--- src/rtl/gmd_pkg.sv ---
// Types, codes and constants of the gzip member deframer.
// Used by gzip_member_deframer_core; depends on nothing else.
package gmd_pkg;

  // Header walk phases, one-hot.
  typedef enum logic [12:0] {
    PH_MAGIC1  = 13'b0000000000001,
    PH_MAGIC2  = 13'b0000000000010,
    PH_METHOD  = 13'b0000000000100,
    PH_FLAGS   = 13'b0000000001000,
    PH_FIXED   = 13'b0000000010000,
    PH_XLEN_LO = 13'b0000000100000,
    PH_XLEN_HI = 13'b0000001000000,
    PH_EXTRA   = 13'b0000010000000,
    PH_NAME    = 13'b0000100000000,
    PH_COMMENT = 13'b0001000000000,
    PH_HCRC1   = 13'b0010000000000,
    PH_HCRC2   = 13'b0100000000000,
    PH_BODY    = 13'b1000000000000
  } phase_t;

  // Byte kind codes.
  typedef logic [1:0] kind_t;
  localparam kind_t KIND_HEADER  = 2'd0;
  localparam kind_t KIND_PAYLOAD = 2'd1;
  localparam kind_t KIND_TRAILER = 2'd2;
  localparam kind_t KIND_DROP    = 2'd3;

  // Error codes.
  typedef logic [2:0] err_t;
  localparam err_t ERR_NONE       = 3'd0;
  localparam err_t ERR_NOT_GZIP   = 3'd1;
  localparam err_t ERR_BAD_METHOD = 3'd2;
  localparam err_t ERR_TRUNCATED  = 3'd3;
  localparam err_t ERR_NO_TRAILER = 3'd4;

  // Header section indexes for the section walk.
  typedef logic [2:0] section_t;
  localparam section_t SEC_FIXED   = 3'd0;
  localparam section_t SEC_EXTRA   = 3'd1;
  localparam section_t SEC_NAME    = 3'd2;
  localparam section_t SEC_COMMENT = 3'd3;
  localparam section_t SEC_HCRC    = 3'd4;

  // Format constants.
  localparam logic [7:0]  MAGIC_ID1      = 8'h1f;
  localparam logic [7:0]  MAGIC_ID2      = 8'h8b;
  localparam logic [7:0]  CM_DEFLATE     = 8'h08;
  localparam logic [31:0] MIN_MEMBER_LEN = 32'd18;
  localparam logic [32:0] TRAILER_LEN    = 33'd8;
  localparam logic [31:0] FIXED_LAST_POS = 32'd9;

  // FLG bit positions.
  localparam int FLG_FHCRC    = 1;
  localparam int FLG_FEXTRA   = 2;
  localparam int FLG_FNAME    = 3;
  localparam int FLG_FCOMMENT = 4;

  // Phase that follows a finished header section, as the flags select.
  function automatic phase_t section_after(input section_t done, input logic [7:0] flags);
    phase_t nxt;
    if (done < SEC_EXTRA && flags[FLG_FEXTRA]) begin
      nxt = PH_XLEN_LO;
    end else if (done < SEC_NAME && flags[FLG_FNAME]) begin
      nxt = PH_NAME;
    end else if (done < SEC_COMMENT && flags[FLG_FCOMMENT]) begin
      nxt = PH_COMMENT;
    end else if (done < SEC_HCRC && flags[FLG_FHCRC]) begin
      nxt = PH_HCRC1;
    end else begin
      nxt = PH_BODY;
    end
    return nxt;
  endfunction

endpackage

--- src/rtl/gzip_member_deframer_core.sv ---
// gzip member deframer: walks the member header and tags every byte.
// Depends on gmd_pkg for phase type, codes and the section walk.
//
//  channel | signals                                         | direction
//  --------+-------------------------------------------------+----------
//  config  | cfg_write, cfg_data[31:0] (member_length)       | in
//  input   | in_valid, in_stall, data_byte, start_flag       | in
//  output  | out_valid, out_stall, byte_out, byte_kind,      | out
//          | error_code, last_byte                           |
//
// One item per cycle sustained while the output is not stalled; an accepted item passes
// from the input register through one pass of phase logic into the result register.
// The parse state updates as an item moves from the input register into the
// result register, so each item sees the state its predecessor left.
// Reset is synchronous and clears the pipeline valids, the parse state and
// member_length. A stalled output holds its item; the input register keeps
// taking items while the result register drains in the same cycle.
module gzip_member_deframer_core (
  input  logic        clk,
  input  logic        rst,
  input  logic        cfg_write,
  input  logic [31:0] cfg_data,
  input  logic        in_valid,
  output logic        in_stall,
  input  logic [7:0]  data_byte,
  input  logic        start_flag,
  output logic        out_valid,
  input  logic        out_stall,
  output logic [7:0]  byte_out,
  output logic [1:0]  byte_kind,
  output logic [2:0]  error_code,
  output logic        last_byte
);

  // Configuration and parse state.
  logic [31:0]     member_length;
  logic [31:0]     byte_position;
  gmd_pkg::phase_t parse_phase;
  logic [7:0]      flag_bits;
  logic [15:0]     extra_remaining;
  logic [7:0]      extra_length_low;
  gmd_pkg::err_t   sticky_error;

  // Input register.
  logic       s1_valid;
  logic [7:0] s1_byte;
  logic       s1_start;
  logic       s1_adv;

  // Next values.
  logic [31:0]     byte_position_next;
  gmd_pkg::phase_t parse_phase_next;
  logic [7:0]      flag_bits_next;
  logic [15:0]     extra_remaining_next;
  logic [7:0]      extra_length_low_next;
  gmd_pkg::err_t   sticky_error_next;
  gmd_pkg::kind_t  kind_next;
  gmd_pkg::err_t   code_next;
  logic            last_next;

  // State as seen by this item, after an optional restart.
  logic [31:0]     eff_pos;
  gmd_pkg::phase_t eff_phase;
  logic [7:0]      eff_flags;
  logic [15:0]     eff_xrem;
  logic [7:0]      eff_xlo;
  gmd_pkg::err_t   eff_err;

  // Position arithmetic, one bit wider to avoid wrap.
  logic [32:0] p_ext;
  logic [32:0] size_ext;
  logic [32:0] p_plus1;
  logic [32:0] p_plus8;
  logic [32:0] p_plus9;
  logic [15:0] xlen;
  logic [33:0] xend;
  logic [15:0] xrem_dec;
  gmd_pkg::err_t new_err;

  // Handshake: the input register advances when the result register is free.
  assign s1_adv   = s1_valid && (!out_valid || !out_stall);
  assign in_stall = s1_valid && !s1_adv;

  // Configuration register.
  always_ff @(posedge clk) begin
    if (rst) begin
      member_length <= 32'd0;
    end else if (cfg_write) begin
      member_length <= cfg_data;
    end
  end

  // Input register.
  always_ff @(posedge clk) begin
    if (rst) begin
      s1_valid <= 1'b0;
    end else if (in_valid && !in_stall) begin
      s1_valid <= 1'b1;
    end else if (s1_adv) begin
      s1_valid <= 1'b0;
    end
  end

  always_ff @(posedge clk) begin
    if (in_valid && !in_stall) begin
      s1_byte  <= data_byte;
      s1_start <= start_flag;
    end
  end

  // Restart view of the parse state.
  always_comb begin
    if (s1_start) begin
      eff_pos   = 32'd0;
      eff_phase = gmd_pkg::PH_MAGIC1;
      eff_flags = 8'd0;
      eff_xrem  = 16'd0;
      eff_xlo   = 8'd0;
      eff_err   = gmd_pkg::ERR_NONE;
    end else begin
      eff_pos   = byte_position;
      eff_phase = parse_phase;
      eff_flags = flag_bits;
      eff_xrem  = extra_remaining;
      eff_xlo   = extra_length_low;
      eff_err   = sticky_error;
    end
  end

  assign p_ext    = {1'b0, eff_pos};
  assign size_ext = {1'b0, member_length};
  assign p_plus1  = p_ext + 33'd1;
  assign p_plus8  = p_ext + gmd_pkg::TRAILER_LEN;
  assign p_plus9  = p_ext + gmd_pkg::TRAILER_LEN + 33'd1;
  assign xlen     = {s1_byte, eff_xlo};
  assign xend     = {1'b0, p_plus1} + {18'd0, xlen};
  assign xrem_dec = eff_xrem - 16'd1;

  // Per-byte phase logic.
  always_comb begin
    byte_position_next    = (eff_pos == 32'hFFFF_FFFF) ? eff_pos : eff_pos + 32'd1;
    parse_phase_next      = eff_phase;
    flag_bits_next        = eff_flags;
    extra_remaining_next  = eff_xrem;
    extra_length_low_next = eff_xlo;
    kind_next             = gmd_pkg::KIND_DROP;
    new_err               = gmd_pkg::ERR_NONE;
    last_next             = (p_plus1 == size_ext);

    if (eff_err != gmd_pkg::ERR_NONE) begin
      kind_next = gmd_pkg::KIND_DROP;
    end else if (eff_phase == gmd_pkg::PH_MAGIC1 &&
                 (member_length < gmd_pkg::MIN_MEMBER_LEN || s1_byte != gmd_pkg::MAGIC_ID1)) begin
      new_err = gmd_pkg::ERR_NOT_GZIP;
    end else if (p_ext >= size_ext) begin
      kind_next = gmd_pkg::KIND_DROP;
    end else if (eff_phase == gmd_pkg::PH_BODY) begin
      kind_next = (p_plus8 < size_ext) ? gmd_pkg::KIND_PAYLOAD : gmd_pkg::KIND_TRAILER;
    end else begin
      case (eff_phase)
        gmd_pkg::PH_MAGIC1: begin
          parse_phase_next = gmd_pkg::PH_MAGIC2;
        end
        gmd_pkg::PH_MAGIC2: begin
          if (s1_byte != gmd_pkg::MAGIC_ID2) new_err = gmd_pkg::ERR_NOT_GZIP;
          parse_phase_next = gmd_pkg::PH_METHOD;
        end
        gmd_pkg::PH_METHOD: begin
          if (s1_byte != gmd_pkg::CM_DEFLATE) new_err = gmd_pkg::ERR_BAD_METHOD;
          parse_phase_next = gmd_pkg::PH_FLAGS;
        end
        gmd_pkg::PH_FLAGS: begin
          flag_bits_next   = s1_byte;
          parse_phase_next = gmd_pkg::PH_FIXED;
        end
        gmd_pkg::PH_FIXED: begin
          if (eff_pos >= gmd_pkg::FIXED_LAST_POS) begin
            parse_phase_next = gmd_pkg::section_after(gmd_pkg::SEC_FIXED, eff_flags);
          end
        end
        gmd_pkg::PH_XLEN_LO: begin
          extra_length_low_next = s1_byte;
          parse_phase_next      = gmd_pkg::PH_XLEN_HI;
        end
        gmd_pkg::PH_XLEN_HI: begin
          // The extra field must end inside the member.
          if (xend > {1'b0, size_ext}) new_err = gmd_pkg::ERR_TRUNCATED;
          extra_remaining_next = xlen;
          parse_phase_next = (xlen == 16'd0) ?
                             gmd_pkg::section_after(gmd_pkg::SEC_EXTRA, eff_flags) :
                             gmd_pkg::PH_EXTRA;
        end
        gmd_pkg::PH_EXTRA: begin
          extra_remaining_next = xrem_dec;
          if (xrem_dec == 16'd0) begin
            parse_phase_next = gmd_pkg::section_after(gmd_pkg::SEC_EXTRA, eff_flags);
          end
        end
        gmd_pkg::PH_NAME: begin
          if (s1_byte == 8'd0) begin
            parse_phase_next = gmd_pkg::section_after(gmd_pkg::SEC_NAME, eff_flags);
          end
        end
        gmd_pkg::PH_COMMENT: begin
          if (s1_byte == 8'd0) begin
            parse_phase_next = gmd_pkg::section_after(gmd_pkg::SEC_COMMENT, eff_flags);
          end
        end
        gmd_pkg::PH_HCRC1: begin
          parse_phase_next = gmd_pkg::PH_HCRC2;
        end
        default: begin
          parse_phase_next = gmd_pkg::section_after(gmd_pkg::SEC_HCRC, eff_flags);
        end
      endcase

      // Header end needs trailer room; a header byte at the end truncates.
      if (new_err == gmd_pkg::ERR_NONE) begin
        if (parse_phase_next == gmd_pkg::PH_BODY) begin
          if (p_plus9 > size_ext) new_err = gmd_pkg::ERR_NO_TRAILER;
        end else if (p_plus1 >= size_ext) begin
          new_err = gmd_pkg::ERR_TRUNCATED;
        end
      end
      kind_next = (new_err != gmd_pkg::ERR_NONE) ? gmd_pkg::KIND_DROP : gmd_pkg::KIND_HEADER;
    end

    sticky_error_next = (new_err != gmd_pkg::ERR_NONE) ? new_err : eff_err;
    code_next         = (eff_err != gmd_pkg::ERR_NONE) ? eff_err : new_err;
  end

  // Parse state registers, updated as each item is processed.
  always_ff @(posedge clk) begin
    if (rst) begin
      byte_position    <= 32'd0;
      parse_phase      <= gmd_pkg::PH_MAGIC1;
      flag_bits        <= 8'd0;
      extra_remaining  <= 16'd0;
      extra_length_low <= 8'd0;
      sticky_error     <= gmd_pkg::ERR_NONE;
    end else if (s1_adv) begin
      byte_position    <= byte_position_next;
      parse_phase      <= parse_phase_next;
      flag_bits        <= flag_bits_next;
      extra_remaining  <= extra_remaining_next;
      extra_length_low <= extra_length_low_next;
      sticky_error     <= sticky_error_next;
    end
  end

  // Result register.
  always_ff @(posedge clk) begin
    if (rst) begin
      out_valid <= 1'b0;
    end else if (s1_adv) begin
      out_valid <= 1'b1;
    end else if (!out_stall) begin
      out_valid <= 1'b0;
    end
  end

  always_ff @(posedge clk) begin
    if (s1_adv) begin
      byte_out   <= s1_byte;
      byte_kind  <= kind_next;
      error_code <= code_next;
      last_byte  <= last_next;
    end
  end

  // Any reported error marks the byte as dropped.
  assert property (@(posedge clk) disable iff (rst)
    out_valid && error_code != gmd_pkg::ERR_NONE |-> byte_kind == gmd_pkg::KIND_DROP)
    else $error("error reported on a byte that is not dropped");

  // A held error is repeated on the next byte unless it restarts the parse.
  assert property (@(posedge clk) disable iff (rst)
    s1_adv && !s1_start && sticky_error != gmd_pkg::ERR_NONE
    |=> error_code == $past(sticky_error) && byte_kind == gmd_pkg::KIND_DROP)
    else $error("sticky error not carried to the next byte");

  // Once in the body, only a restart leaves it.
  assert property (@(posedge clk) disable iff (rst)
    s1_adv && !s1_start && parse_phase == gmd_pkg::PH_BODY |=> parse_phase == gmd_pkg::PH_BODY)
    else $error("parse left the body phase without a restart");

endmodule

--- config.mk ---
export PLATFORM = sky130hd
export DESIGN_NAME = gzip_member_deframer_core
export DESIGN_NICKNAME = d
export VERILOG_FILES = /design/src/rtl/gmd_pkg.sv /design/src/rtl/gzip_member_deframer_core.sv
export SDC_FILE = /design/constraint.sdc
export NUM_CORES = 1
export LEC_CHECK = 0
export ABC_AREA = 1
export BUFFER_PORTS_ARGS = -buffer_cell sky130_fd_sc_hd__buf_2
export CORE_ASPECT_RATIO = 1.4
export CORE_MARGIN = 2
export CORE_UTILIZATION = 46
export CTS_BUF_LIST = sky130_fd_sc_hd__clkbuf_8 sky130_fd_sc_hd__clkbuf_16
export DETAILED_ROUTE_END_ITERATION = 8
export PLACE_DENSITY = 0.67
export SLEW_MARGIN = 25
export SYNTH_ARGS = -nofsm -noshare
export SYNTH_HDL_FRONTEND = slang
export SYNTH_SLANG_ARGS = --single-unit
--- constraint.sdc ---
create_clock -name clk -period 5.32 [get_ports clk]
set_input_delay 0.798 -clock clk [delete_from_list [all_inputs] [get_ports clk]]
set_output_delay 0.798 -clock clk [all_outputs]
set_load 0.01 [all_outputs]
==> results.ini <==
[cts]
path_clk_slew_ps = 60
clk_latency_ps = 470
clock-root-buffer = clkbuf_16
cts_tree = built
cts_hold_buf = 0
cts.sinks = 133
cts-buffers-inserted = 17
clk_path_buf_depth = 2
cts.htree.levels = 4

[pwr]
ir_drop_v = 0.0002000
power_uw = 3065
p_leak_uw = 0.008381
power_density_nw_per_um2 = 178.0

[timing]
max_clock_freq_mhz = 193.9
finClkSkew_ps = 14.72
final-hold-violation-count = 0
setup_viol = 0
max_slew_margin = 0.3965
tightest_slew_ps = 898.3
slew_violations = 0
fin_crit_sh = 0.9694
rsz0062_at_grt = true
period_minus_slack_ps = 5157
setup_ws_ps = 162.8
tns_ps = 0

[critical_path]
crit_path_max_incr_delay_ps = 400
crit_path_frequent_cell = nand2_1
critPathSlowestCell = edfxtp_1
worstSetupPathType = flop to flop
arrival_ps = 5350
r2r_end = byte_kind[1]$_SDFFCE_PP1P_
cp-start-kind = flop
reg2reg_slack_ps = 160
cp.required_ps = 5510
r2r-start = s1_start$_DFFE_PP_
r2r_cells = 42
cp_max_fo = 6
crit_path_end_kind = flop

[global_routing]
grt_max_degree = 73
grt_usage = 0.3080
grt-ovfl-total = 0
grt_pass1_vias = 14836
antenna_found_initial = 0
grt_pass1_wl_microns = 78920

[routing]
wl_per_cell_microns = 18.70
drc = 0
ant_nets = 0
via_count = 15636
drt_iter0_drc = 1175
drt_first_pass_iters = 6
viasPerCell = 5.620
wl_microns = 52030

[yosys]
ys_seq_area_frac = 0.1976
synthDistinctLibCells = 59
async_flop_share = 0
syn_avg_cell_area_sq_um = 6.633
netlist_area_sq_um = 14640
synth-seq-cells = 133
synthFlopType = dfxtp_1
syn-num-nets = 2432
synth_edf_count = 23
yosys_warnings = 0
syn_inst = 2207

[floorplanning]
start_util = 0.4647
rows = 77
die_h_microns = 215.1
die-area_sq_um = 33290
coreArea_sq_um = 31500
ios = 62
die_x_microns = 154.8

[placement]
hpwl_microns = 41690
pre_cts_ws_ps = -201.4
io_buffers = 61
gp_congestion = 1.032
post_dp_cell_area_sq_um = 16080

[hold_path]
hold_class = flop to flop
hold_end = sticky_error[1]$_SDFFE_PP0P_
worstHoldStart = sticky_error[1]$_SDFFE_PP0P_
holdPathStages = 2

[final_layout]
fillers = 3100
area_growth_pct = 17.61
stdcell_area_sq_um = 17220
drive_gt1_frac = 0.1915
diodes = 0
multi_input_area_sq_um = 10650
seq_area_sq_um = 2893
nNetsFinal = 2599

[run]
max_cap_viol_count = 0

[outcome]
run_status = finished clean

## cells by family (layout without fill, tap and decap cells)
logic type | after synthesis | after routing | synth area share
buf+inv | 385 | 565 | 0.1062
fa+ha+maj | 179 | 179 | 0.1535
xor+xnor | 87 | 87 | 0.05487
compound gates | 439 | 439 | 0.1633
flops | 133 | 133 | 0.1976
simple gates | 984 | 984 | 0.3245
## worst max-delay path by stage
stage,cells after the start,startpoint,slack [ps],to
3_3_place_gp,40,s1_start$_DFFE_PP_,-30,byte_kind[0]$_SDFFCE_PP1P_
2_1_floorplan,37,s1_start$_DFFE_PP_,180,byte_kind[0]$_SDFFCE_PP1P_
3_5_place_dp,36,s1_start$_DFFE_PP_,-200,byte_kind[0]$_SDFFCE_PP1P_
4_1_cts,40,s1_start$_DFFE_PP_,7,byte_kind[0]$_SDFFCE_PP1P_
6_report,42,s1_start$_DFFE_PP_,160,byte_kind[1]$_SDFFCE_PP1P_
5_1_grt,41,s1_start$_DFFE_PP_,-180,byte_kind[0]$_SDFFCE_PP1P_
## synth_stat cells, drive strengths merged, types with 3 or more instances
master  instances  share of area
a211oi          8         0.0041
a21boi          3         0.0015
a21o            3         0.0015
a21oi         210          0.072
a221oi          5         0.0030
a22oi           3         0.0015
a31oi           5         0.0021
buf            18          0.012
clkbuf         35         0.0090
clkinv          6         0.0015
dfxtp         110           0.15
edfxtp         23          0.047
ha            178           0.15
inv           326          0.084
nand2         484           0.13
nand3         120          0.048
nand3b          6         0.0031
nand4          59          0.026
nor2          248          0.088
nor3           41          0.015
nor3b           3         0.0019
nor4           20          0.010
o211ai         15         0.0077
o21ai         159          0.055
o221ai          8         0.0048
o22ai          11         0.0047
xnor2          17          0.010
xor2           70          0.045
## placed cells by master (no fill, tap or decap), types with 6 or more instances in the layout
cell type,netlist,layout
a211oi_1,8,7
a21oi_1,208,195
a21oi_2,2,13
buf_2,7,61
buf_4,3,134
clkbuf_16,0,17
dfxtp_1,110,110
edfxtp_1,23,23
ha_1,178,173
inv_1,304,300
inv_2,21,28
nand2_1,450,439
nand2_2,34,41
nand3_1,102,98
nand3_2,16,16
nand3_4,2,6
nand3b_1,6,6
nand4_1,57,57
nor2_1,186,172
nor2_2,33,38
nor2_4,22,31
nor2_8,7,7
nor3_1,37,34
nor3_2,4,6
nor4_1,17,17
o211ai_1,15,15
o21ai_0,144,141
o21ai_1,14,13
o221ai_1,8,8
o22ai_1,11,11
xnor2_1,17,16
xor2_1,66,59
xor2_2,3,7
## report_power, final
part	internal (uW)	leakage [uW]	switching, uW
clock network	612	0.000277	529
logic	262	0.00698	544
registers	1080	0.00112	36.7
## area by class of cell
cell class | instances | area share
multi-input combinational | 1689 | 0.6186
sequential | 133 | 0.1680
timing repair buffer | 201 | 0.08060
inverter | 332 | 0.07282
tap | 395 | 0.02871
clock buffer | 18 | 0.02551
clock inverter | 14 | 0.005741
## layer usage
metal  share of wire  GRT usage  wire, microns  vias to the layer above
li1                -          -              -                     7696
met1            0.37     0.3324          19410                     7200
met2            0.50     0.5549          25820                      552
met3           0.055    0.04053           2842                      188
met4           0.076     0.2086           3961                        0
met5               0          0              0                        -
## metrics by stage
| stage | hold WS, ps | utilization | instances |
|---|---|---|---|
| 2_1_floorplan | 441.7 | - | 2207 |
| 3_5_place_dp | 456.2 | 0.5103 | 2734 |
| 4_1_cts | 467.3 | 0.5279 | 2766 |
| 3_3_place_gp | 452.1 | 0.5103 | 2734 |
| 5_1_grt | 475.9 | 0.5465 | 2782 |
| 6_report | 470.0 | 0.5465 | 2782 |
## state kept, by name, summed over array words and instances (netlist names), 2 cells and up
name              cells
byte_kind             2
flag_bits             4
byte_out              8
extra_remaining      16
sticky_error          3
extra_length_low      8
parse_phase          13
error_code            3
member_length        32
byte_position        32
s1_byte               8
## worst max-delay path: cells and delay by family (launching register included)
| family | cells | cell delay, ps |
|---|---|---|
| buf+inv | 9 | 990 |
| simple gates | 24 | 2020 |
| flops | 1 | 400 |
| compound gates | 6 | 780 |
| fa+ha+maj | 2 | 550 |
| xor+xnor | 1 | 170 |
## timing repair
item	4_1_cts	5_1_grt
endpoints found under the setup margin	8	8
gates resized for setup	6	104
pin swaps	0	35
setup buffers	0	16
gates cloned	0	0
Power figures use the tool's default switching activity.
